===== src/ilex_pkg.sv =====
// Shared types and constants for the integer literal lexer.
`default_nettype none

package ilex_pkg;

  // Width of the token length count and its saturation value.
  localparam int unsigned LEN_W = 16;
  localparam logic [LEN_W-1:0] LENGTH_LIMIT = 16'd65535;

  // Result status codes.
  typedef enum logic [2:0] {
    ST_PENDING  = 3'd0,
    ST_ACC_EXCL = 3'd1,
    ST_ACC_INCL = 3'd2,
    ST_REJECT   = 3'd3,
    ST_IDLE     = 3'd4
  } status_e;

  // One input item as held in the input register.
  typedef struct packed {
    logic       start_scan;
    logic       literal_allowed;
    logic [7:0] character;
  } item_t;

  // One result item.
  typedef struct packed {
    status_e          status;
    logic [LEN_W-1:0] token_length;
  } result_t;

endpackage

`default_nettype wire


===== src/ilex_if.sv =====
// Valid/ready channel interfaces for the lexer's input and result streams.
`default_nettype none

interface ilex_in_if;
  logic       valid;
  logic       ready;
  logic       start_scan;
  logic       literal_allowed;
  logic [7:0] character;

  modport source (output valid, output start_scan, output literal_allowed,
                  output character, input ready);
  modport sink (input valid, input start_scan, input literal_allowed,
                input character, output ready);
endinterface

interface ilex_out_if;
  logic        valid;
  logic        ready;
  logic [2:0]  status;
  logic [15:0] token_length;

  modport source (output valid, output status, output token_length, input ready);
  modport sink (input valid, input status, input token_length, output ready);
endinterface

`default_nettype wire


===== src/ilex_in_reg.sv =====
// Input register: captures one character item per transfer.
`default_nettype none

module ilex_in_reg
  import ilex_pkg::*;
(
  input  wire logic  clk_i,
  input  wire logic  rst_ni,
  ilex_in_if.sink    in_i,
  input  wire logic  adv_i,
  output item_t      item_o,
  output logic       valid_o
);

  logic  valid_q, valid_d;
  item_t item_q;
  logic  take;

  // Room when empty or when the held item moves on this cycle.
  assign in_i.ready = !valid_q || adv_i;
  assign take       = in_i.valid && in_i.ready;

  always_comb begin
    valid_d = valid_q;
    if (take) begin
      valid_d = 1'b1;
    end else if (adv_i) begin
      valid_d = 1'b0;
    end
  end

  always_ff @(posedge clk_i or negedge rst_ni) begin
    if (!rst_ni) begin
      valid_q <= 1'b0;
    end else begin
      valid_q <= valid_d;
    end
  end

  // Payload register needs no reset.
  always_ff @(posedge clk_i) begin
    if (take) begin
      item_q <= '{start_scan: in_i.start_scan, literal_allowed: in_i.literal_allowed,
                  character: in_i.character};
    end
  end

  assign item_o  = item_q;
  assign valid_o = valid_q;

endmodule

`default_nettype wire


===== src/ilex_step.sv =====
// Scan automaton: phase and length registers with their next-state logic.
`default_nettype none

module ilex_step
  import ilex_pkg::*;
(
  input  wire logic  clk_i,
  input  wire logic  rst_ni,
  input  wire logic  en_i,
  input  item_t      item_i,
  output result_t    res_o
);

  // Automaton phases.
  localparam logic [4:0] PH_IDLE  = 5'd0;
  localparam logic [4:0] PH_BLANK = 5'd1;
  localparam logic [4:0] PH_ZERO  = 5'd2;
  localparam logic [4:0] PH_CBIN0 = 5'd3;
  localparam logic [4:0] PH_CBIN  = 5'd4;
  localparam logic [4:0] PH_CHEX0 = 5'd5;
  localparam logic [4:0] PH_CHEX  = 5'd6;
  localparam logic [4:0] PH_COCT  = 5'd7;
  localparam logic [4:0] PH_DEC   = 5'd8;
  localparam logic [4:0] PH_MX    = 5'd9;
  localparam logic [4:0] PH_ML    = 5'd10;
  localparam logic [4:0] PH_ME    = 5'd11;
  localparam logic [4:0] PH_MN    = 5'd12;
  localparam logic [4:0] PH_MQ    = 5'd13;
  localparam logic [4:0] PH_VQ    = 5'd14;
  localparam logic [4:0] PH_VS    = 5'd15;
  localparam logic [4:0] PH_VD0   = 5'd16;
  localparam logic [4:0] PH_VDEC  = 5'd17;
  localparam logic [4:0] PH_VBIN0 = 5'd18;
  localparam logic [4:0] PH_VBIN  = 5'd19;
  localparam logic [4:0] PH_VOCT0 = 5'd20;
  localparam logic [4:0] PH_VOCT  = 5'd21;
  localparam logic [4:0] PH_VHEX0 = 5'd22;
  localparam logic [4:0] PH_VHEX  = 5'd23;

  // Character codes.
  localparam logic [7:0] CH_SP    = 8'h20;
  localparam logic [7:0] CH_TAB   = 8'h09;
  localparam logic [7:0] CH_LF    = 8'h0A;
  localparam logic [7:0] CH_CR    = 8'h0D;
  localparam logic [7:0] CH_0     = 8'h30;
  localparam logic [7:0] CH_1     = 8'h31;
  localparam logic [7:0] CH_7     = 8'h37;
  localparam logic [7:0] CH_9     = 8'h39;
  localparam logic [7:0] CH_UA    = 8'h41;
  localparam logic [7:0] CH_UF    = 8'h46;
  localparam logic [7:0] CH_LA    = 8'h61;
  localparam logic [7:0] CH_LF_HX = 8'h66;
  localparam logic [7:0] CH_M     = 8'h4D;
  localparam logic [7:0] CH_X_UP  = 8'h58;
  localparam logic [7:0] CH_L     = 8'h4C;
  localparam logic [7:0] CH_E     = 8'h45;
  localparam logic [7:0] CH_N     = 8'h4E;
  localparam logic [7:0] CH_QUOTE = 8'h27;
  localparam logic [7:0] CH_S     = 8'h73;
  localparam logic [7:0] CH_X     = 8'h78;
  localparam logic [7:0] CH_Z     = 8'h7A;
  localparam logic [7:0] CH_Z_UP  = 8'h5A;
  localparam logic [7:0] CH_USCR  = 8'h5F;
  localparam logic [7:0] CH_B     = 8'h62;
  localparam logic [7:0] CH_B_UP  = 8'h42;
  localparam logic [7:0] CH_O     = 8'h6F;
  localparam logic [7:0] CH_O_UP  = 8'h4F;
  localparam logic [7:0] CH_D     = 8'h64;
  localparam logic [7:0] CH_D_UP  = 8'h44;
  localparam logic [7:0] CH_H     = 8'h68;
  localparam logic [7:0] CH_H_UP  = 8'h48;

  logic [4:0]       phase_q, phase_d;
  logic [LEN_W-1:0] count_q, count_d;

  // Character classes.
  logic c_blank, c_dig, c_hex, c_xz, c_oct, c_bit;
  logic c_b, c_o, c_d, c_h, c_x, c_us, c_s, c_quote;

  // Step decode.
  logic [4:0]       ph, nxt;
  logic [LEN_W-1:0] cnt, cnt_new;
  logic             tk;
  status_e          st;

  always_comb begin
    c_blank = (item_i.character == CH_SP) || (item_i.character == CH_TAB) ||
              (item_i.character == CH_LF) || (item_i.character == CH_CR);
    c_dig   = (item_i.character >= CH_0) && (item_i.character <= CH_9);
    c_hex   = c_dig ||
              ((item_i.character >= CH_LA) && (item_i.character <= CH_LF_HX)) ||
              ((item_i.character >= CH_UA) && (item_i.character <= CH_UF));
    c_xz    = (item_i.character == CH_X) || (item_i.character == CH_X_UP) ||
              (item_i.character == CH_Z) || (item_i.character == CH_Z_UP);
    c_oct   = (item_i.character >= CH_0) && (item_i.character <= CH_7);
    c_bit   = (item_i.character == CH_0) || (item_i.character == CH_1);
    c_b     = (item_i.character == CH_B) || (item_i.character == CH_B_UP);
    c_o     = (item_i.character == CH_O) || (item_i.character == CH_O_UP);
    c_d     = (item_i.character == CH_D) || (item_i.character == CH_D_UP);
    c_h     = (item_i.character == CH_H) || (item_i.character == CH_H_UP);
    c_x     = (item_i.character == CH_X) || (item_i.character == CH_X_UP);
    c_us    = (item_i.character == CH_USCR);
    c_s     = (item_i.character == CH_S);
    c_quote = (item_i.character == CH_QUOTE);
  end

  // Automaton step for the held item.
  always_comb begin
    ph  = phase_q;
    cnt = count_q;
    st  = ST_IDLE;
    nxt = PH_IDLE;
    tk  = 1'b0;

    // A start flag drops any open scan and resets the count.
    if (item_i.start_scan) begin
      cnt = '0;
      ph  = item_i.literal_allowed ? PH_BLANK : PH_IDLE;
    end

    if (item_i.start_scan && !item_i.literal_allowed) begin
      st = ST_REJECT;
    end else begin
      unique case (ph)
        PH_BLANK: begin
          if (c_blank) begin
            st = ST_PENDING; nxt = PH_BLANK;
          end else if (item_i.character == CH_0) begin
            st = ST_PENDING; nxt = PH_ZERO; tk = 1'b1;
          end else if (c_dig) begin
            st = ST_PENDING; nxt = PH_DEC; tk = 1'b1;
          end else if (item_i.character == CH_M) begin
            st = ST_PENDING; nxt = PH_MX; tk = 1'b1;
          end else if (c_quote) begin
            st = ST_PENDING; nxt = PH_VQ; tk = 1'b1;
          end else begin
            st = ST_REJECT;
          end
        end
        PH_ZERO: begin
          if (c_b) begin
            st = ST_PENDING; nxt = PH_CBIN0; tk = 1'b1;
          end else if (c_x) begin
            st = ST_PENDING; nxt = PH_CHEX0; tk = 1'b1;
          end else if (c_oct) begin
            st = ST_PENDING; nxt = PH_COCT; tk = 1'b1;
          end else if (c_s) begin
            st = ST_ACC_INCL; tk = 1'b1;
          end else begin
            st = ST_ACC_EXCL;
          end
        end
        PH_CBIN0: begin
          if (c_bit) begin
            st = ST_PENDING; nxt = PH_CBIN; tk = 1'b1;
          end else begin
            st = ST_REJECT;
          end
        end
        PH_CBIN, PH_CHEX, PH_COCT, PH_DEC: begin
          if ((ph == PH_CBIN && (c_bit || c_us)) ||
              (ph == PH_CHEX && (c_hex || c_us)) ||
              (ph == PH_COCT && (c_oct || c_us)) ||
              (ph == PH_DEC && (c_dig || c_us))) begin
            st = ST_PENDING; nxt = ph; tk = 1'b1;
          end else if (ph == PH_DEC && c_quote) begin
            st = ST_PENDING; nxt = PH_VQ; tk = 1'b1;
          end else if (c_s) begin
            st = ST_ACC_INCL; tk = 1'b1;
          end else begin
            st = ST_ACC_EXCL;
          end
        end
        PH_CHEX0: begin
          if (c_hex) begin
            st = ST_PENDING; nxt = PH_CHEX; tk = 1'b1;
          end else begin
            st = ST_REJECT;
          end
        end
        // The fixed width prefix, one letter a step, then its quote.
        PH_MX, PH_ML, PH_ME, PH_MN, PH_MQ: begin
          if (ph == PH_MX && item_i.character == CH_X_UP) begin
            st = ST_PENDING; nxt = PH_ML; tk = 1'b1;
          end else if (ph == PH_ML && item_i.character == CH_L) begin
            st = ST_PENDING; nxt = PH_ME; tk = 1'b1;
          end else if (ph == PH_ME && item_i.character == CH_E) begin
            st = ST_PENDING; nxt = PH_MN; tk = 1'b1;
          end else if (ph == PH_MN && item_i.character == CH_N) begin
            st = ST_PENDING; nxt = PH_MQ; tk = 1'b1;
          end else if (ph == PH_MQ && c_quote) begin
            st = ST_PENDING; nxt = PH_VQ; tk = 1'b1;
          end else begin
            st = ST_REJECT;
          end
        end
        // After the quote, or after the quote and the signed marker.
        PH_VQ, PH_VS: begin
          if (ph == PH_VQ && c_s) begin
            st = ST_PENDING; nxt = PH_VS; tk = 1'b1;
          end else if (c_b) begin
            st = ST_PENDING; nxt = PH_VBIN0; tk = 1'b1;
          end else if (c_o) begin
            st = ST_PENDING; nxt = PH_VOCT0; tk = 1'b1;
          end else if (c_d) begin
            st = ST_PENDING; nxt = PH_VD0; tk = 1'b1;
          end else if (c_h) begin
            st = ST_PENDING; nxt = PH_VHEX0; tk = 1'b1;
          end else if (c_dig) begin
            st = ST_PENDING; nxt = PH_VDEC; tk = 1'b1;
          end else begin
            st = (ph == PH_VS) ? ST_ACC_EXCL : ST_REJECT;
          end
        end
        PH_VD0, PH_VDEC: begin
          if (c_dig || (ph == PH_VDEC && c_us)) begin
            st = ST_PENDING; nxt = PH_VDEC; tk = 1'b1;
          end else begin
            st = ST_ACC_EXCL;
          end
        end
        // Verilog digit runs: the first digit is required, later ones may be underscores.
        PH_VBIN0, PH_VBIN, PH_VOCT0, PH_VOCT, PH_VHEX0, PH_VHEX: begin
          if (((ph == PH_VBIN0 || ph == PH_VBIN) && (c_bit || c_xz)) ||
              ((ph == PH_VOCT0 || ph == PH_VOCT) && (c_oct || c_xz)) ||
              ((ph == PH_VHEX0 || ph == PH_VHEX) && (c_hex || c_xz)) ||
              ((ph == PH_VBIN || ph == PH_VOCT || ph == PH_VHEX) && c_us)) begin
            st = ST_PENDING;
            tk = 1'b1;
            if (ph == PH_VBIN0 || ph == PH_VBIN) begin
              nxt = PH_VBIN;
            end else if (ph == PH_VOCT0 || ph == PH_VOCT) begin
              nxt = PH_VOCT;
            end else begin
              nxt = PH_VHEX;
            end
          end else if (ph == PH_VBIN0 || ph == PH_VOCT0 || ph == PH_VHEX0) begin
            st = ST_REJECT;
          end else begin
            st = ST_ACC_EXCL;
          end
        end
        default: begin
          st = ST_IDLE;
        end
      endcase
    end

    // Saturating count of consumed characters.
    cnt_new = (tk && (cnt < LENGTH_LIMIT)) ? cnt + 1'b1 : cnt;

    phase_d = (st == ST_PENDING) ? nxt : PH_IDLE;
    count_d = cnt_new;

    res_o.status       = st;
    res_o.token_length = ((st == ST_ACC_EXCL) || (st == ST_ACC_INCL)) ? cnt_new : '0;
  end

  // A byte with no scan open leaves the count untouched; the logic above keeps it.
  always_ff @(posedge clk_i or negedge rst_ni) begin
    if (!rst_ni) begin
      phase_q <= PH_IDLE;
      count_q <= '0;
    end else if (en_i) begin
      phase_q <= phase_d;
      count_q <= count_d;
    end
  end

endmodule

`default_nettype wire


===== src/ilex_out_reg.sv =====
// Result register: holds one result until the receiver takes it.
`default_nettype none

module ilex_out_reg
  import ilex_pkg::*;
(
  input  wire logic  clk_i,
  input  wire logic  rst_ni,
  input  wire logic  load_i,
  input  result_t    res_i,
  output logic       full_o,
  ilex_out_if.source out_o
);

  logic    valid_q, valid_d;
  result_t res_q;

  always_comb begin
    valid_d = valid_q;
    if (load_i) begin
      valid_d = 1'b1;
    end else if (out_o.ready) begin
      valid_d = 1'b0;
    end
  end

  always_ff @(posedge clk_i or negedge rst_ni) begin
    if (!rst_ni) begin
      valid_q <= 1'b0;
    end else begin
      valid_q <= valid_d;
    end
  end

  always_ff @(posedge clk_i) begin
    if (load_i) begin
      res_q <= res_i;
    end
  end

  assign full_o             = valid_q;
  assign out_o.valid        = valid_q;
  assign out_o.status       = res_q.status;
  assign out_o.token_length = res_q.token_length;

endmodule

`default_nettype wire


===== src/integer_literal_lexer.sv =====
// Top level of the integer literal lexer: input register, automaton, result register.
//
// Usage: characters arrive on in_i, one byte per transfer, with start_scan
// opening a new scan and literal_allowed qualifying it; a zero byte marks the
// end of input. For every input transfer exactly one result leaves on out_o:
// a status (pending, accepted before or including this byte, rejected, idle)
// and the token length, which is nonzero only on an accept.
//
// An input transfer lands in the input register, where the automaton decodes
// the byte; the result register loads its result when the byte advances.
// Throughput is one byte per cycle while the receiver keeps taking results;
// the automaton phase and the saturating length counter update once per byte.
//
// Reset closes any scan, clears the length count and empties both registers.
// When the receiver stalls, the result register holds its item and the input
// register holds the next byte; in_i.ready drops only when both are full and
// the result is not being taken in that cycle.
`default_nettype none

module integer_literal_lexer
  import ilex_pkg::*;
(
  input  wire logic  clk_i,
  input  wire logic  rst_ni,
  ilex_in_if.sink    in_i,
  ilex_out_if.source out_o
);

  item_t   item;
  logic    item_valid;
  logic    out_full;
  logic    adv;
  result_t res;

  // The held byte advances when the result register is free or draining.
  assign adv = item_valid && (!out_full || out_o.ready);

  ilex_in_reg u_in_reg (
    .clk_i   (clk_i),
    .rst_ni  (rst_ni),
    .in_i    (in_i),
    .adv_i   (adv),
    .item_o  (item),
    .valid_o (item_valid)
  );

  ilex_step u_step (
    .clk_i  (clk_i),
    .rst_ni (rst_ni),
    .en_i   (adv),
    .item_i (item),
    .res_o  (res)
  );

  ilex_out_reg u_out_reg (
    .clk_i  (clk_i),
    .rst_ni (rst_ni),
    .load_i (adv),
    .res_i  (res),
    .full_o (out_full),
    .out_o  (out_o)
  );

endmodule

`default_nettype wire

===== src/flat_wrapper.sv =====
// flat-port wrapper written by rule: the top's interface ports become plain ports
module integer_literal_lexer_flat import ilex_pkg::*;
  (clk_i, rst_ni, in_i_valid, in_i_start_scan, in_i_literal_allowed, in_i_character, in_i_ready, out_o_valid, out_o_status, out_o_token_length, out_o_ready);
  ilex_in_if in_i_i ();
  ilex_out_if out_o_i ();
  input  wire logic clk_i;
  input  wire logic rst_ni;
  input wire logic [$bits(in_i_i.valid)-1:0] in_i_valid;
  input wire logic [$bits(in_i_i.start_scan)-1:0] in_i_start_scan;
  input wire logic [$bits(in_i_i.literal_allowed)-1:0] in_i_literal_allowed;
  input wire logic [$bits(in_i_i.character)-1:0] in_i_character;
  output wire logic [$bits(in_i_i.ready)-1:0] in_i_ready;
  output wire logic [$bits(out_o_i.valid)-1:0] out_o_valid;
  output wire logic [$bits(out_o_i.status)-1:0] out_o_status;
  output wire logic [$bits(out_o_i.token_length)-1:0] out_o_token_length;
  input wire logic [$bits(out_o_i.ready)-1:0] out_o_ready;
  assign in_i_i.valid = in_i_valid;
  assign in_i_i.start_scan = in_i_start_scan;
  assign in_i_i.literal_allowed = in_i_literal_allowed;
  assign in_i_i.character = in_i_character;
  assign in_i_ready = in_i_i.ready;
  assign out_o_valid = out_o_i.valid;
  assign out_o_status = out_o_i.status;
  assign out_o_token_length = out_o_i.token_length;
  assign out_o_i.ready = out_o_ready;
  integer_literal_lexer u_core (.clk_i(clk_i), .rst_ni(rst_ni), .in_i(in_i_i), .out_o(out_o_i));
endmodule

===== config.mk =====
export PLATFORM = sky130hd
export DESIGN_NAME = integer_literal_lexer_flat
export DESIGN_NICKNAME = d
export VERILOG_FILES = /design/src/ilex_pkg.sv /design/src/ilex_if.sv /design/src/ilex_in_reg.sv /design/src/ilex_step.sv /design/src/ilex_out_reg.sv /design/src/integer_literal_lexer.sv /design/src/flat_wrapper.sv
export SDC_FILE = /design/constraint.sdc
export NUM_CORES = 1
export LEC_CHECK = 0
export BUFFER_PORTS_ARGS = -buffer_cell sky130_fd_sc_hd__buf_4
export CAP_MARGIN = 20
export CORE_MARGIN = 5
export CORE_UTILIZATION = 25
export DETAILED_ROUTE_END_ITERATION = 8
export PLACE_DENSITY = 0.43
export SETUP_SLACK_MARGIN = 0.3
export SLEW_MARGIN = 20
export SYNTH_ARGS = -nofsm -noshare
export SYNTH_HDL_FRONTEND = slang
export SYNTH_SLANG_ARGS = --single-unit

===== constraint.sdc =====
create_clock -name clk_i -period 7.51 [get_ports clk_i]
set_clock_uncertainty 0.05 [all_clocks]
set_input_delay 0.3755 -clock clk_i [delete_from_list [all_inputs] [get_ports clk_i]]
set_output_delay 0.3755 -clock clk_i [all_outputs]
set_load 0.01 [all_outputs]

==> qor.txt <==
Arr. time, crit path -> 3570 ps
area grow syn2layout -> 14.4%
hold_ws -> 211 ps
f_max -> 286 MHz
Max Buffers Root-to-Sink -> 2
synthesis-stage register bit count -> 52
met3 wire len -> 713 um
relative slew slack -> 0.415
Hold Crit Class -> primary input to register
DR DRC count -> 0
Slowest-stage cell, CP -> or4b_4
vias -> 3388
Syn Std Cell Area -> 3730 um^2
Internal -> 534 uW
most used cell, CP -> or3_1
most frequent cells in the layout -> buf_4, nor2_1, nand2_1
placer congestion estimate -> 0.926
total track usage -> 0.121
CTS tree -> done
ratio of final minimum period to clock period -> 0.465
first drt pass iteration count -> 6
clk slew on worst S/H paths -> 70 ps
post-route cell area -> 4270 um^2
P per Cell Area -> 186 nW/um^2
Root Buffer -> clkbuf_16
WS Path Type -> register to register
syn_nets -> 434
Most used DFF post-synth -> edfxtp_1
Total Power -> 793 uW
Die H -> 132 um
WL/cell -> 16.9 um
vias in the first global route -> 3222
leak pwr -> 0.00151 uW
I/O pin total -> 35
row cnt -> 44
CP Capture Type -> register
Setup violations, final -> 0
top sig layer -> met4
dpl cell area -> 4110 um^2
CP Cell Sequence -> or4b_4 -> o32ai_4 -> and4b_4 -> o31a_4 -> or3_1 -> nand2_4 -> or3_1 -> a21oi_1
Syn Area/Cell -> 8.90 um^2
ANT nets after route -> 0
CP peak stage delay -> 660 ps
clock sink count -> 52
Async SR Flop Fraction -> 0.442
Starting Density -> 0.256
n_diodes -> 0
RSZ-0062 raised after global routing -> false
Comb pwr share -> 0.215
total congestion overflow -> 0
CP Max Fanout -> 17
global-route wire length before repair -> 17600 um
Die Wd -> 132 um
Critical Path Start Type -> register
initial antenna violation count -> 0
CORE AREA -> 14600 um^2
Worst VDD drop -> 88.5 uV
Required @ worst endpoint -> 7590 ps
H-tree depth -> 2
nets -> 454
Iteration-0 DRC Markers -> 367
largest net degree at the start of global routing -> 48
slew at the pin with the worst max-slew slack -> 875 ps
dpl hpwl -> 7610 um
Clock Power Share -> 0.299
register area share after synthesis -> 0.388
max-slew violations -> 0
routed wl met2 -> 4760 um
MaxCap Viol Count -> 0
worst-skew pair later-pin latency -> 300 ps
Fin. Hold Viols -> 0
final WL -> 10500 um
Post-Layout Cell Count -> 624
final worst path period need -> 3490 ps
share of cells above drive strength 1 -> 0.145
Setup Total Neg Slack -> 0 ps
DP Cell Count -> 615
setup bufs post-CTS -> 0
number of synthesized flops with an enable pin -> 29
CTS buffer count -> 5
Yosys warning count -> 0
switching power share of the total -> 0.327
status -> completed
synthesized instance count -> 419
WL met1 -> 4980 um
Switch Pwr -> 259 uW
post-synth cell types -> 75
Sequential Power Share -> 0.486
commonest non-fill, non-tap cell in the layout -> buf_4
die area -> 17500 um^2
number of port buffers -> 34
Via density -> 5.43
-- what timing repair did --
action,in CTS,in global routing
resized for setup,0,0
endpoints found under the setup margin,0,0
hold buffers,1,0
endpoints found under the hold margin,23,0
-- worst max-delay path, delay by kind of cell, from the launching register on --
| kind | cells | cell delay, ps |
|---|---|---|
| AND/OR/NAND/NOR | 5 | 2000 |
| flip-flops | 1 | 610 |
| AO/OA/AOI/OAI | 3 | 660 |
-- cell usage after synthesis, types with 6 or more instances --
master / instances / area share
xnor2_1: 6 / 0.014
nor4_1: 9 / 0.015
dfrtp_1: 23 / 0.15
nor2b_1: 11 / 0.018
nor2_1: 34 / 0.034
o21ai_0: 18 / 0.024
edfxtp_1: 29 / 0.23
nand2_1: 34 / 0.034
and3_1: 9 / 0.015
a21oi_1: 20 / 0.027
nor3_1: 14 / 0.019
a31oi_1: 6 / 0.010
nand3b_1: 6 / 0.012
and2_1: 7 / 0.012
nand3_1: 26 / 0.035
nand2b_1: 15 / 0.025
clkbuf_1: 9 / 0.0091
nand4_1: 11 / 0.018
inv_1: 14 / 0.014
buf_2: 12 / 0.016
-- final cells by class --
cell class	instances	area (um^2)
sequential	52	1450
clock inverter	3	26.3
inverter	14	52.6
timing repair buffer	38	288
tap	184	230
multi-input combinational	328	2100
fill	1534	10300
clock buffer	5	125
-- worst paths after layout --
check	cells after the start	slack, ps	to	from
worst max register to register	8	4020	u_core.u_out_reg.out_o.token_length[12]	u_core.u_in_reg.item_o[3]
max in group asynchronous	2	6660	u_core.u_step.phase_q[1]	rst_ni
worst min register to register	1	460	u_core.u_out_reg.full_o	u_core.u_in_reg.valid_o
worst min-delay path	1	210	u_core.u_in_reg.item_o[1]	in_i_character[1]
worst max-delay path	8	4020	u_core.u_out_reg.out_o.token_length[12]	u_core.u_in_reg.item_o[3]
min in group asynchronous	2	470	u_core.u_step.count_q[10]	rst_ni
-- registers in the layout, summed over array words and instances (netlist names) --
signal                               flops
u_core.u_out_reg.out_o.token_length     16
u_core.u_step.count_q                   16
u_core.u_in_reg.item_o                  10
u_core.u_step.phase_q                    5
u_core.u_out_reg.out_o.status            3
u_core.u_in_reg.valid_o                  1
u_core.u_out_reg.full_o                  1
-- through the flow --
stage,worst slack [ps],util
after floorplan,4360,-
after global routing,3720,0.292
after global placement,3970,0.281
after CTS,4020,0.292
final,4020,0.292
after detailed placement,4020,0.281
-- per-layer routing --
metal / track usage / vias to the layer above
li1: - / 1620
met1: 0.175 / 1638
met2: 0.184 / 124
met3: 0.0279 / 6
met4: 0.0286 / 0
met5: 0 / -
-- power by group through the flow --
| stage | logic [uW] | registers [uW] | clock network (uW) |
|---|---|---|---|
| floorplan | 131 | 369 | 0 |
| global placement | 173 | 389 | 0 |
| detailed placement | 170 | 390 | 0 |
| CTS | 171 | 384 | 246 |
| global route | 192 | 392 | 258 |
| finish | 171 | 385 | 237 |
-- kinds of logic (layout without fill, tap and decap cells) --
kind of cell,count (synthesis),after routing,share of synthesized area
compound gates,96,96,0.190
xor+xnor,10,10,0.0235
fa+ha+maj,1,1,0.00336
buf+inv,39,60,0.0493
flops,52,52,0.388
mux,3,3,0.00805
simple gates,218,218,0.338
Power figures use the tool's default switching activity.
